==> src/rtl/llm_pkg.sv <==
package llm_pkg;

    localparam int CIRCUITS  = 16;
    localparam int CIRC_W    = (CIRCUITS > 1) ? $clog2(CIRCUITS) : 1;

    localparam int CIRCUIT_W = 4;
    localparam int RTT_W     = 24;
    localparam int LOSS_W    = 20;
    localparam int MISS_W    = 8;
    localparam int CNT_W     = 32;
    localparam int CIN_W     = 5;
    localparam int CFG_W     = 8;
    localparam int CFG_IDX_W = 1;

    localparam int DIV_STEPS = LOSS_W;
    localparam int DIV_CNT_W = $clog2(DIV_STEPS);

    localparam logic [CFG_IDX_W-1:0] REG_DETECT_MULT     = 1'd0;
    localparam logic [CFG_IDX_W-1:0] REG_CIRCUITS_IN_USE = 1'd1;

    localparam logic [MISS_W-1:0] DETECT_MULT_RESET = 8'd3;
    localparam logic [CIN_W-1:0]  CIN_RESET         = 5'd16;
    localparam logic [RTT_W-1:0]  RTT_RESET         = 24'd10000;
    localparam logic [LOSS_W-1:0] PPM_SCALE         = 20'd1000000;
    localparam logic [CNT_W-1:0]  CNT_MAX           = {CNT_W{1'b1}};
    localparam logic [MISS_W-1:0] MISS_MAX          = {MISS_W{1'b1}};

    typedef struct packed {
        logic [CIRCUIT_W-1:0] circuit;
        logic                 received;
        logic [RTT_W-1:0]     rtt_us;
    } probe_t;

    typedef struct packed {
        logic [CIRCUIT_W-1:0] circuit_out;
        logic                 is_up;
        logic [RTT_W-1:0]     avg_rtt_us;
        logic [LOSS_W-1:0]    loss_rate;
        logic                 went_up;
        logic                 went_down;
        logic [MISS_W-1:0]    misses;
        logic                 bad_circuit;
    } result_t;

    typedef enum logic [1:0] {
        ST_IDLE,
        ST_MUL,
        ST_DIV,
        ST_DONE
    } state_t;

endpackage

==> src/rtl/llm_ifs.sv <==
interface llm_probe_if;
    import llm_pkg::*;

    logic   valid;
    logic   ready;
    probe_t data;

    modport source (output valid, output data, input ready);
    modport sink (input valid, input data, output ready);
endinterface

interface llm_result_if;
    import llm_pkg::*;

    logic    valid;
    logic    ready;
    result_t data;

    modport source (output valid, output data, input ready);
    modport sink (input valid, input data, output ready);
endinterface

==> src/rtl/link_liveness_monitor_unit.sv <==
// Link liveness monitor. Each transfer on the probe channel carries one probe
// outcome for a circuit: its index, whether it was answered, and the measured
// round-trip time. Each probe yields exactly one transfer on the result channel
// with the circuit's liveness, smoothed round-trip time, loss in parts per
// million, up and down events and the current miss run.
// A probe for a circuit not in use returns a result with bad_circuit set and
// changes nothing.
// A missed or rejected probe skips the multiplier and divider and goes from
// acceptance straight to the done state, which loads the output register.
// An answered probe first forms lost * 10^6 in a 32 by 20 bit multiplier, then
// runs 20 steps of a restoring divider, one quotient bit per cycle, then loads
// the output register. The block takes one probe at a time: a new probe is
// accepted only once the last result has been loaded into the output register.
// The result sits in an output register; a stalled receiver holds it, and the
// next probe is still accepted and processed up to the point of delivery.
// The configuration port takes writes at any cycle the write enable is high.
// Reset makes every circuit up with no samples, a smoothed round-trip time of
// 10000 us and zero counters, a detect multiplier of 3 and 16 circuits in use.
module link_liveness_monitor_unit (
    input  logic                          clk,
    input  logic                          rst_n,
    llm_probe_if.sink                     probe,
    llm_result_if.source                  result,
    input  logic                          cfg_we,
    input  logic [llm_pkg::CFG_IDX_W-1:0] cfg_index,
    input  logic [llm_pkg::CFG_W-1:0]     cfg_data
);
    import llm_pkg::*;

    state_t state_reg, state_next;

    logic [MISS_W-1:0] detect_mult_reg;
    logic [CIN_W-1:0]  cin_reg;

    logic              up_reg     [CIRCUITS];
    logic [MISS_W-1:0] miss_reg   [CIRCUITS];
    logic [RTT_W-1:0]  rtt_reg    [CIRCUITS];
    logic              sample_reg [CIRCUITS];
    logic [CNT_W-1:0]  sent_reg   [CIRCUITS];
    logic [CNT_W-1:0]  recv_reg   [CIRCUITS];
    logic [LOSS_W-1:0] loss_reg   [CIRCUITS];

    logic [CIRC_W-1:0] idx_reg;
    logic              loss_wr_reg;
    result_t           work_reg;
    result_t           work_next;
    logic [CNT_W-1:0]  lost_reg;
    logic [CNT_W-1:0]  sor_reg;
    logic [CNT_W:0]    rem_reg;
    logic [LOSS_W-1:0] quo_reg;
    logic [DIV_CNT_W-1:0] div_cnt_reg;

    result_t res_reg;
    result_t res_next;
    logic    res_valid_reg;

    logic              accept;
    logic              load_out;
    logic [CIRC_W-1:0] idx;
    logic              bad;
    logic              rx;
    logic [CNT_W-1:0]  sent_new;
    logic [CNT_W-1:0]  recv_new;
    logic [MISS_W-1:0] miss_new;
    logic [RTT_W+1:0]  rtt_sum;
    logic [RTT_W-1:0]  rtt_new;
    logic              down_evt;
    logic              up_evt;
    logic [CNT_W+LOSS_W-1:0] prod;
    logic [CNT_W:0]    trial;
    logic              ge;

    assign probe.ready  = (state_reg == ST_IDLE);
    assign accept       = probe.valid && probe.ready;
    assign result.valid = res_valid_reg;
    assign result.data  = res_reg;

    assign idx = CIRC_W'(probe.data.circuit);
    assign bad = ({1'b0, probe.data.circuit} >= cin_reg)
              || (32'(probe.data.circuit) >= CIRCUITS);
    assign rx  = probe.data.received;

    assign sent_new = (sent_reg[idx] == CNT_MAX) ? CNT_MAX : sent_reg[idx] + 1'b1;
    assign recv_new = (recv_reg[idx] == CNT_MAX) ? CNT_MAX : recv_reg[idx] + 1'b1;
    assign miss_new = (miss_reg[idx] == MISS_MAX) ? MISS_MAX : miss_reg[idx] + 1'b1;
    assign rtt_sum  = {1'b0, rtt_reg[idx], 1'b0} + {2'b00, rtt_reg[idx]}
                    + {2'b00, probe.data.rtt_us};
    assign rtt_new  = sample_reg[idx] ? rtt_sum[RTT_W+1:2] : probe.data.rtt_us;
    assign down_evt = !rx && up_reg[idx] && (miss_new >= detect_mult_reg);
    assign up_evt   = rx && !up_reg[idx];

    assign prod  = (CNT_W+LOSS_W)'(lost_reg) * (CNT_W+LOSS_W)'(PPM_SCALE);
    assign trial = {rem_reg[CNT_W-1:0], quo_reg[LOSS_W-1]};
    assign ge    = (trial >= {1'b0, sor_reg});

    always_comb
    begin
        work_next             = '0;
        work_next.circuit_out = probe.data.circuit;
        if (bad)
        begin
            work_next.bad_circuit = 1'b1;
        end
        else
        begin
            work_next.is_up      = rx || (up_reg[idx] && !down_evt);
            work_next.avg_rtt_us = rx ? rtt_new : rtt_reg[idx];
            work_next.went_up    = up_evt;
            work_next.went_down  = down_evt;
            work_next.misses     = rx ? '0 : miss_new;
        end
    end

    always_comb
    begin
        res_next           = work_reg;
        res_next.loss_rate = work_reg.bad_circuit ? '0 : quo_reg;
    end

    always_ff @(posedge clk or negedge rst_n)
    begin
        if (!rst_n)
        begin
            state_reg <= ST_IDLE;
        end
        else
        begin
            state_reg <= state_next;
        end
    end

    always_comb
    begin
        state_next = state_reg;
        load_out   = 1'b0;
        unique case (state_reg)
            ST_IDLE:
            begin
                if (accept)
                begin
                    state_next = (rx && !bad) ? ST_MUL : ST_DONE;
                end
            end
            ST_MUL:
            begin
                state_next = ST_DIV;
            end
            ST_DIV:
            begin
                if (div_cnt_reg == DIV_CNT_W'(DIV_STEPS - 1))
                begin
                    state_next = ST_DONE;
                end
            end
            ST_DONE:
            begin
                if (!res_valid_reg || result.ready)
                begin
                    load_out   = 1'b1;
                    state_next = ST_IDLE;
                end
            end
            default:
            begin
                state_next = ST_IDLE;
            end
        endcase
    end

    always_ff @(posedge clk or negedge rst_n)
    begin
        if (!rst_n)
        begin
            detect_mult_reg <= DETECT_MULT_RESET;
            cin_reg         <= CIN_RESET;
        end
        else if (cfg_we)
        begin
            unique case (cfg_index)
                REG_DETECT_MULT:     detect_mult_reg <= cfg_data[MISS_W-1:0];
                REG_CIRCUITS_IN_USE: cin_reg         <= cfg_data[CIN_W-1:0];
                default:             ;
            endcase
        end
    end

    always_ff @(posedge clk or negedge rst_n)
    begin
        if (!rst_n)
        begin
            for (int i = 0; i < CIRCUITS; i++)
            begin
                up_reg[i]     <= 1'b1;
                miss_reg[i]   <= '0;
                rtt_reg[i]    <= RTT_RESET;
                sample_reg[i] <= 1'b0;
                sent_reg[i]   <= '0;
                recv_reg[i]   <= '0;
                loss_reg[i]   <= '0;
            end
        end
        else
        begin
            if (accept && !bad)
            begin
                sent_reg[idx] <= sent_new;
                if (rx)
                begin
                    miss_reg[idx]   <= '0;
                    recv_reg[idx]   <= recv_new;
                    rtt_reg[idx]    <= rtt_new;
                    sample_reg[idx] <= 1'b1;
                    up_reg[idx]     <= 1'b1;
                end
                else
                begin
                    miss_reg[idx] <= miss_new;
                    if (down_evt)
                    begin
                        up_reg[idx] <= 1'b0;
                    end
                end
            end
            if (load_out && loss_wr_reg)
            begin
                loss_reg[idx_reg] <= quo_reg;
            end
        end
    end

    always_ff @(posedge clk)
    begin
        if (accept)
        begin
            idx_reg     <= idx;
            loss_wr_reg <= rx && !bad;
            work_reg    <= work_next;
            quo_reg     <= bad ? '0 : loss_reg[idx];
            lost_reg    <= (sent_new >= recv_new) ? sent_new - recv_new : '0;
            sor_reg     <= sent_new;
        end
        if (state_reg == ST_MUL)
        begin
            rem_reg     <= {1'b0, prod[CNT_W+LOSS_W-1:LOSS_W]};
            quo_reg     <= prod[LOSS_W-1:0];
            div_cnt_reg <= '0;
        end
        if (state_reg == ST_DIV)
        begin
            rem_reg     <= ge ? trial - {1'b0, sor_reg} : trial;
            quo_reg     <= {quo_reg[LOSS_W-2:0], ge};
            div_cnt_reg <= div_cnt_reg + 1'b1;
        end
        if (load_out)
        begin
            res_reg <= res_next;
        end
    end

    always_ff @(posedge clk or negedge rst_n)
    begin
        if (!rst_n)
        begin
            res_valid_reg <= 1'b0;
        end
        else if (load_out)
        begin
            res_valid_reg <= 1'b1;
        end
        else if (result.ready)
        begin
            res_valid_reg <= 1'b0;
        end
    end

endmodule

==> src/flat_wrapper.sv <==
// flat-port wrapper written by rule: the top's interface ports become plain ports
module link_liveness_monitor_unit_flat import llm_pkg::*;
  (clk, rst_n, cfg_we, cfg_index, cfg_data, probe_valid, probe_data, probe_ready, result_valid, result_data, result_ready);
  llm_probe_if probe_i ();
  llm_result_if result_i ();
  input  logic clk;
  input  logic rst_n;
  input  logic cfg_we;
  input  logic [llm_pkg::CFG_IDX_W-1:0] cfg_index;
  input  logic [llm_pkg::CFG_W-1:0] cfg_data;
  input wire logic [$bits(probe_i.valid)-1:0] probe_valid;
  input wire logic [$bits(probe_i.data)-1:0] probe_data;
  output wire logic [$bits(probe_i.ready)-1:0] probe_ready;
  output wire logic [$bits(result_i.valid)-1:0] result_valid;
  output wire logic [$bits(result_i.data)-1:0] result_data;
  input wire logic [$bits(result_i.ready)-1:0] result_ready;
  assign probe_i.valid = probe_valid;
  assign probe_i.data = probe_data;
  assign probe_ready = probe_i.ready;
  assign result_valid = result_i.valid;
  assign result_data = result_i.data;
  assign result_i.ready = result_ready;
  link_liveness_monitor_unit u_core (.clk(clk), .rst_n(rst_n), .probe(probe_i), .result(result_i), .cfg_we(cfg_we), .cfg_index(cfg_index), .cfg_data(cfg_data));
endmodule
==> config.mk <==
export PLATFORM = sky130hd
export DESIGN_NAME = link_liveness_monitor_unit_flat
export DESIGN_NICKNAME = d
export VERILOG_FILES = /design/src/rtl/llm_pkg.sv /design/src/rtl/llm_ifs.sv /design/src/rtl/link_liveness_monitor_unit.sv /design/src/flat_wrapper.sv
export SDC_FILE = /design/constraint.sdc
export NUM_CORES = 2
export LEC_CHECK = 0
export BUFFER_PORTS_ARGS = -buffer_cell sky130_fd_sc_hd__buf_2
export CAP_MARGIN = 25
export CORE_UTILIZATION = 45
export CTS_BUF_LIST = sky130_fd_sc_hd__clkbuf_2
export CTS_CLUSTER_DIAMETER = 80
export DETAILED_ROUTE_END_ITERATION = 16
export PLACE_DENSITY = 0.64
export SLEW_MARGIN = 20
export SYNTH_ARGS = -nofsm -noshare
export SYNTH_HDL_FRONTEND = slang
export SYNTH_SLANG_ARGS = --single-unit
==> constraint.sdc <==
create_clock -name clk -period 7.9 [get_ports clk]
set_clock_uncertainty 0.05 [all_clocks]
set_input_delay 0.79 -clock clk [delete_from_list [all_inputs] [get_ports clk]]
set_output_delay 0.79 -clock clk [all_outputs]
set_load 0.01 [all_outputs]
* Word level (Yosys, flattened, before mapping) *
Index checks and enable logic that the tools add are counted.

cells by class
  bitwise gates (word level) = 9
  $add $sub $neg = 8
  reductions and logical operators = 28
  equal/unequal tests = 10
  multipliers = 1
  muxes and demuxes = 63
  magnitude comparators = 8

operator list
  operator                  count
  $bwmux W512               2
  $bwmux W384               1
  $bwmux W320               1
  $mux W32                  10
  $bmux W32 S4              2
  $mux W20                  7
  $and A128 B128 Y128       1
  $bwmux W128               1
  $demux W32 S4             1
  $mux W128                 1
  $not A128 Y128            1
  $mux W24                  5
  $bmux W24 S4              1
  $demux W24 S4             1
  $bmux W20 S4              1
  $demux W20 S4             1
  $add A32 B1 Y32 const B   2
  $eq A32 B32 Y1 const B    2
  $sub A32 B32 Y32          2
  $mul A32 B14 Y46 const B  1
  $ge A33 B32 Y1            1
  $bmux W8 S4               1
  $demux W8 S4              1
  $ge A32 B32 Y1            1
  other kinds (36)          79

storage, ports and cells
  bits of input ports = 43
  register bits = 2,126
  output and inout bits = 62
  logic and storage cells = 264

* Depth between registers and ports, before layout *
  word-level depth = 11
  mapped depth = 32
  depth with buffers taken out = 20

* Least setup slack after synthesis *
OpenSTA, ideal clock, no wires.

  path type = input to register
  start point = input port probe_data[25]
  end point = register u_core.work_reg, in the netlist u_core.res_next[52] (data pin)
  required time = 7.580 ns
  stages on the path = 27
  path buffers = 14
  path slack = 0.865 ns
  arrival = 6.714 ns
  path through = buf_6 > buf_12 > buf_12 > buf_12 > buf_12 > buf_12 > buf_8 > buf_12 > buf_8 > buf_6 > buf_4 > buf_4 > buf_2 > mux4_2 > mux4_2 > fa_1 > ha_1 > a21o_1 > a21o_1 > a21o_1 > a2111oi_0 > o2111ai_1 > a31oi_1 > xnor2_1 > mux2i_1 > clkbuf_1 > a21oi_1

between the ends
  cells in the longest elaborated chain, start to end = 8
  elaborated cells between the ends (all ways) = 12

ends and longest elaborated chain
  item                                          line                                                                                                   text
  from (decl)                                   flat_wrapper.sv:12                                                                                     input wire logic [$bits(probe_i.data)-1:0] probe_data;
  $not A4 Y5 (implied by the code)              link_liveness_monitor_unit.sv:86, link_liveness_monitor_unit.sv:88, link_liveness_monitor_unit.sv:107
  $bmux W24 S4                                  link_liveness_monitor_unit.sv:86, link_liveness_monitor_unit.sv:107
  $mux W24 (implied by the code) (2 in series)  link_liveness_monitor_unit.sv:86, link_liveness_monitor_unit.sv:107
  $add A25 B24 Y26                              link_liveness_monitor_unit.sv:86                                                                       assign rtt_sum = {1'b0, rtt_reg[idx], 1'b0} + {2'b00, rtt_reg[idx]}
  $add A26 B24 Y26                              link_liveness_monitor_unit.sv:87                                                                       + {2'b00, probe.data.rtt_us};
  $mux W24                                      link_liveness_monitor_unit.sv:88                                                                       assign rtt_new = sample_reg[idx] ? rtt_sum[RTT_W+1:2] : probe.data.rtt_us;
  $mux W24                                      link_liveness_monitor_unit.sv:107                                                                      work_next.avg_rtt_us = rx ? rtt_new : rtt_reg[idx];
  to (signal assigned)                          link_liveness_monitor_unit.sv:237                                                                      work_reg <= work_next;
  to (decl)                                     link_liveness_monitor_unit.sv:45                                                                       result_t work_reg;

Parallel ways exist; a longest one is shown, timed or not. The select of a mux whose other input is x is not followed.
A chain may end at the register's enable or synchronous reset.

* Worst setup path after layout *
  start point = register u_core.lost_reg[7]
  end point = register u_core.rem_reg[23] (data pin)

between the ends
  cells in the longest elaborated chain, start to end = 3

ends and longest elaborated chain
  item                    line                               text
  from (decl)             link_liveness_monitor_unit.sv:47   logic [CNT_W-1:0] lost_reg;
  from (signal assigned)  link_liveness_monitor_unit.sv:239  lost_reg <= (sent_new >= recv_new) ? sent_new - recv_new : '0;
  $mul A32 B14 Y46        link_liveness_monitor_unit.sv:92   assign prod = (CNT_W+LOSS_W)'(lost_reg) * (CNT_W+LOSS_W)'(PPM_SCALE);
  $mux W32                link_liveness_monitor_unit.sv:242  if (state_reg == ST_MUL)
  $mux W32                link_liveness_monitor_unit.sv:248  if (state_reg == ST_DIV)
  to (signal assigned)    link_liveness_monitor_unit.sv:244  rem_reg <= {1'b0, prod[CNT_W+LOSS_W-1:LOSS_W]};
  to (signal assigned)    link_liveness_monitor_unit.sv:250  rem_reg <= ge ? trial - {1'b0, sor_reg} : trial;
  to (decl)               link_liveness_monitor_unit.sv:49   logic [CNT_W:0] rem_reg;

No other way between the ends. The select of a mux whose other input is x is not followed.

==> impl_metrics.yaml <==
synth:
  ys_ff_latch: 2126
  syn_nets: 9660
  yosysWarnings: 0
  async_reset_ff_share_pct: 89.6
  seq_area_frac_synth_pct: 51.5
  syn_inst: 9196
  syn_area_um2: 106000
  avgSynthCellArea_um2: 11.5
  synthDistinctLibCells: 110
  synth_edf_count: 222
  synth_ff_type: "dfrtp_1"
sta:
  tns_ps: 0
  tightest_slew_ps: 1220
  hold_viol: 0
  min_period_ps: 7310
  relSlewSlack_pct: 18.4
  rsz0062_at_grt: "false"
  setup_viol: 0
  drv_slew: 0
  fin_crit_sh_pct: 92.5
  fmax_mhz: 137
floorplanning:
  dieArea_um2: 237000
  die_y_um: 487
  io_pins: 105
  start_util_pct: 45.4
  rows: 177
  coreArea_um2: 233000
  fp.dieW_um: 487
setup_path:
  cpPeakStageDelay_ps: 650
  crit_chain: "inv_1 > fa_1 > inv_1 > fa_1 > fa_1 > fa_1 > ha_1 > inv_1 > fa_1 > inv_1 > ha_1 > a21oi_1 > o21ai_0 > a221oi_1 > nand3b_1 > a2111oi_0 > nor3_1 > a2111oi_0 > xor2_1 > a22oi_1"
  cp_top_family: "adder cells"
  crit_buf_inv: 4
  cp_slowest_cell: "a2111oi_0"
  cp-end-kind: "flip-flop"
  arrival_ps: 8780
  crit_top_cell: "fa_1"
  cp-start-kind: "flip-flop"
  cp_max_fo: 8
  crit_type: "flip-flop to flip-flop"
  required_ps: 9370
clocking:
  clock-sinks: 2126
  cts_resized: 0
  htree_levels: 6
  cts_buffers: 565
  ctsRootBufferMaster: "clkbuf_2"
  path_clk_slew_ps: 110
  clock_latency_ps: 1870
  clock_path_buffers: 4
  cts_tree: "built"
cells_and_area:
  multi_input_area_um2: 46900
  seqCellArea_um2: 54400
  drive_above_1_share_pct: 23.2
  fin_nets: 9982
  fill_cells: 20965
  areaGrowthSynthToFinish_pct: 9.07
  layout_commonest_cell: "dfrtp_1"
  layout_common_cells: "dfrtp_1 (1,805), nand2_1 (1,740), o21ai_0 (1,352), clkbuf_2 (848), mux4_2 (483)"
drt:
  firstDrtPassIters: 6
  drt_iter0_drc: 6567
  detail_route.wl_per_cell_um: 22.6
  postRouteAntennaNets: 0
  routed_wl_mm: 295
  drc_errors: 0
  dr_total_vias: 74544
  routed_via_density: 5.72
global_route:
  top_usage_layer: "met2"
  use_met2_pct: 40.7
  grt_start_max_net_pins: 185
  use_met3_pct: 4.04
  grt_remaining_overflow: 0
  grt_util_met1_pct: 34.4
  grt_pass1_vias: 76798
  antenna_found_initial: 4
  gr-usage-all-layers_pct: 25.1
  grt_pass1_wl_mm: 459
placement:
  dp_hpwl_mm: 180
  gp_congestion: 0.885
  portBuffers: 104
run_status:
  outcome: "complete, no violations"
job:
  drv_cap: 0
min_path:
  hp-class: "input pin to async pin"
## routing by layer
metal / up-vias / wire (µm)
met5: - / 13
met4: 2 / 8360
met3: 547 / 18100
met2: 2616 / 141000
met1: 37981 / 127000
li1: 33398 / -
## path summary, 6_finish.rpt
check                                         start                endpoint  slack [ps]  depth (start not counted)
worst max-delay path             u_core.lost_reg[7]      u_core.rem_reg[23]         590                         20
worst min-delay path                          rst_n     u_core.rtt_reg[374]         260                          4
worst max register to register   u_core.lost_reg[7]      u_core.rem_reg[23]         590                         20
worst min register to register  u_core.res_next[47]  u_core.result.data[47]         360                          0
max in group asynchronous                     rst_n     u_core.sent_reg[83]        6050                          5
min in group clk                     probe_data[25]       u_core.idx_reg[0]         260                          3
## cell type report
type                    instances  share of cell area (%)
inverters                     350                    1.14
clock buffers                 848                    3.68
flip-flops and latches       2126                    47.2
multi-input cells            6031                    40.7
repair buffers                444                    3.38
well taps                    3132                    3.40
diodes                         10                  0.0217
clock inverters               102                   0.521
## per-stage QoR
stage                     utilization (%)  hold slack, ps  setup slack, ps  instance area [µm²]  std cells
after floorplan                         -             350              865               106000       9196
after global placement               46.8             352              474               109000      11961
after detailed placement             46.8             355              438               109000      11962
after CTS                            49.4            1.52              577               115000      13025
after global routing                 49.5             101             96.4               115000      13039
final                                49.5             259              589               115000      13043
## worst min-delay path, stage by stage
cell and delay [ps]:
dlygate4sd3_1 520, dlygate4sd3_1 600, buf_12 260, buf_16 440
## cells in the mapped netlist (all sizes together) (7+ instances only)
library cell  number  area, µm²
mux2             310       3490
nor3b              7       63.8
o211ai            10       75.1
and2              16        103
o21bai            15        113
a21o              69        518
a22oi             94        706
nand4             47        345
or3               10       67.6
dfstp             99       2600
nand3b            11       82.6
ha               260       3250
inv              349       1310
nor2b             48        303
a221oi            11        103
a31oi             25        186
nand2b            40        250
a31o              11       96.3
a22o              10       87.6
nor3              42        220
fa               161       3220
dfrtp           1805      45200
nor4               7       43.8
o21ai           1665       8400
and4               8       70.1
edfxtp           222       6670
nand3             90        485
a211oi            26        200
clkbuf           462       1760
o21a              27        203
or2               12       75.1
buf              227       1720
o31ai              9       72.6
a21oi            166        853
nand2           1758       6620
mux4             537      12300
nor2             210       1010
and3              37        241
o22ai              7       57.6
mux2i             51        629
a41oi             10       95.1
xor2              60        526
xnor2             84        736
## logic make-up after synthesis
group,share of synthesized area (%)
flops,51.5
mux,15.5
simple gates,9.57
xor+xnor,1.19
buf+inv,4.53
compound gates,11.6
fa+ha+maj,6.12
## timing repair
action / CTS / global route
hold buffers: 113 / 0
hold endpoints to repair: 2447 / 0
endpoints found under the setup margin: 0 / 0
setup buffers: 0 / 0
Power is left out: the tool's default activity adds up to more than one toggle a clock period on the data nets, which glitch-free logic cannot reach.
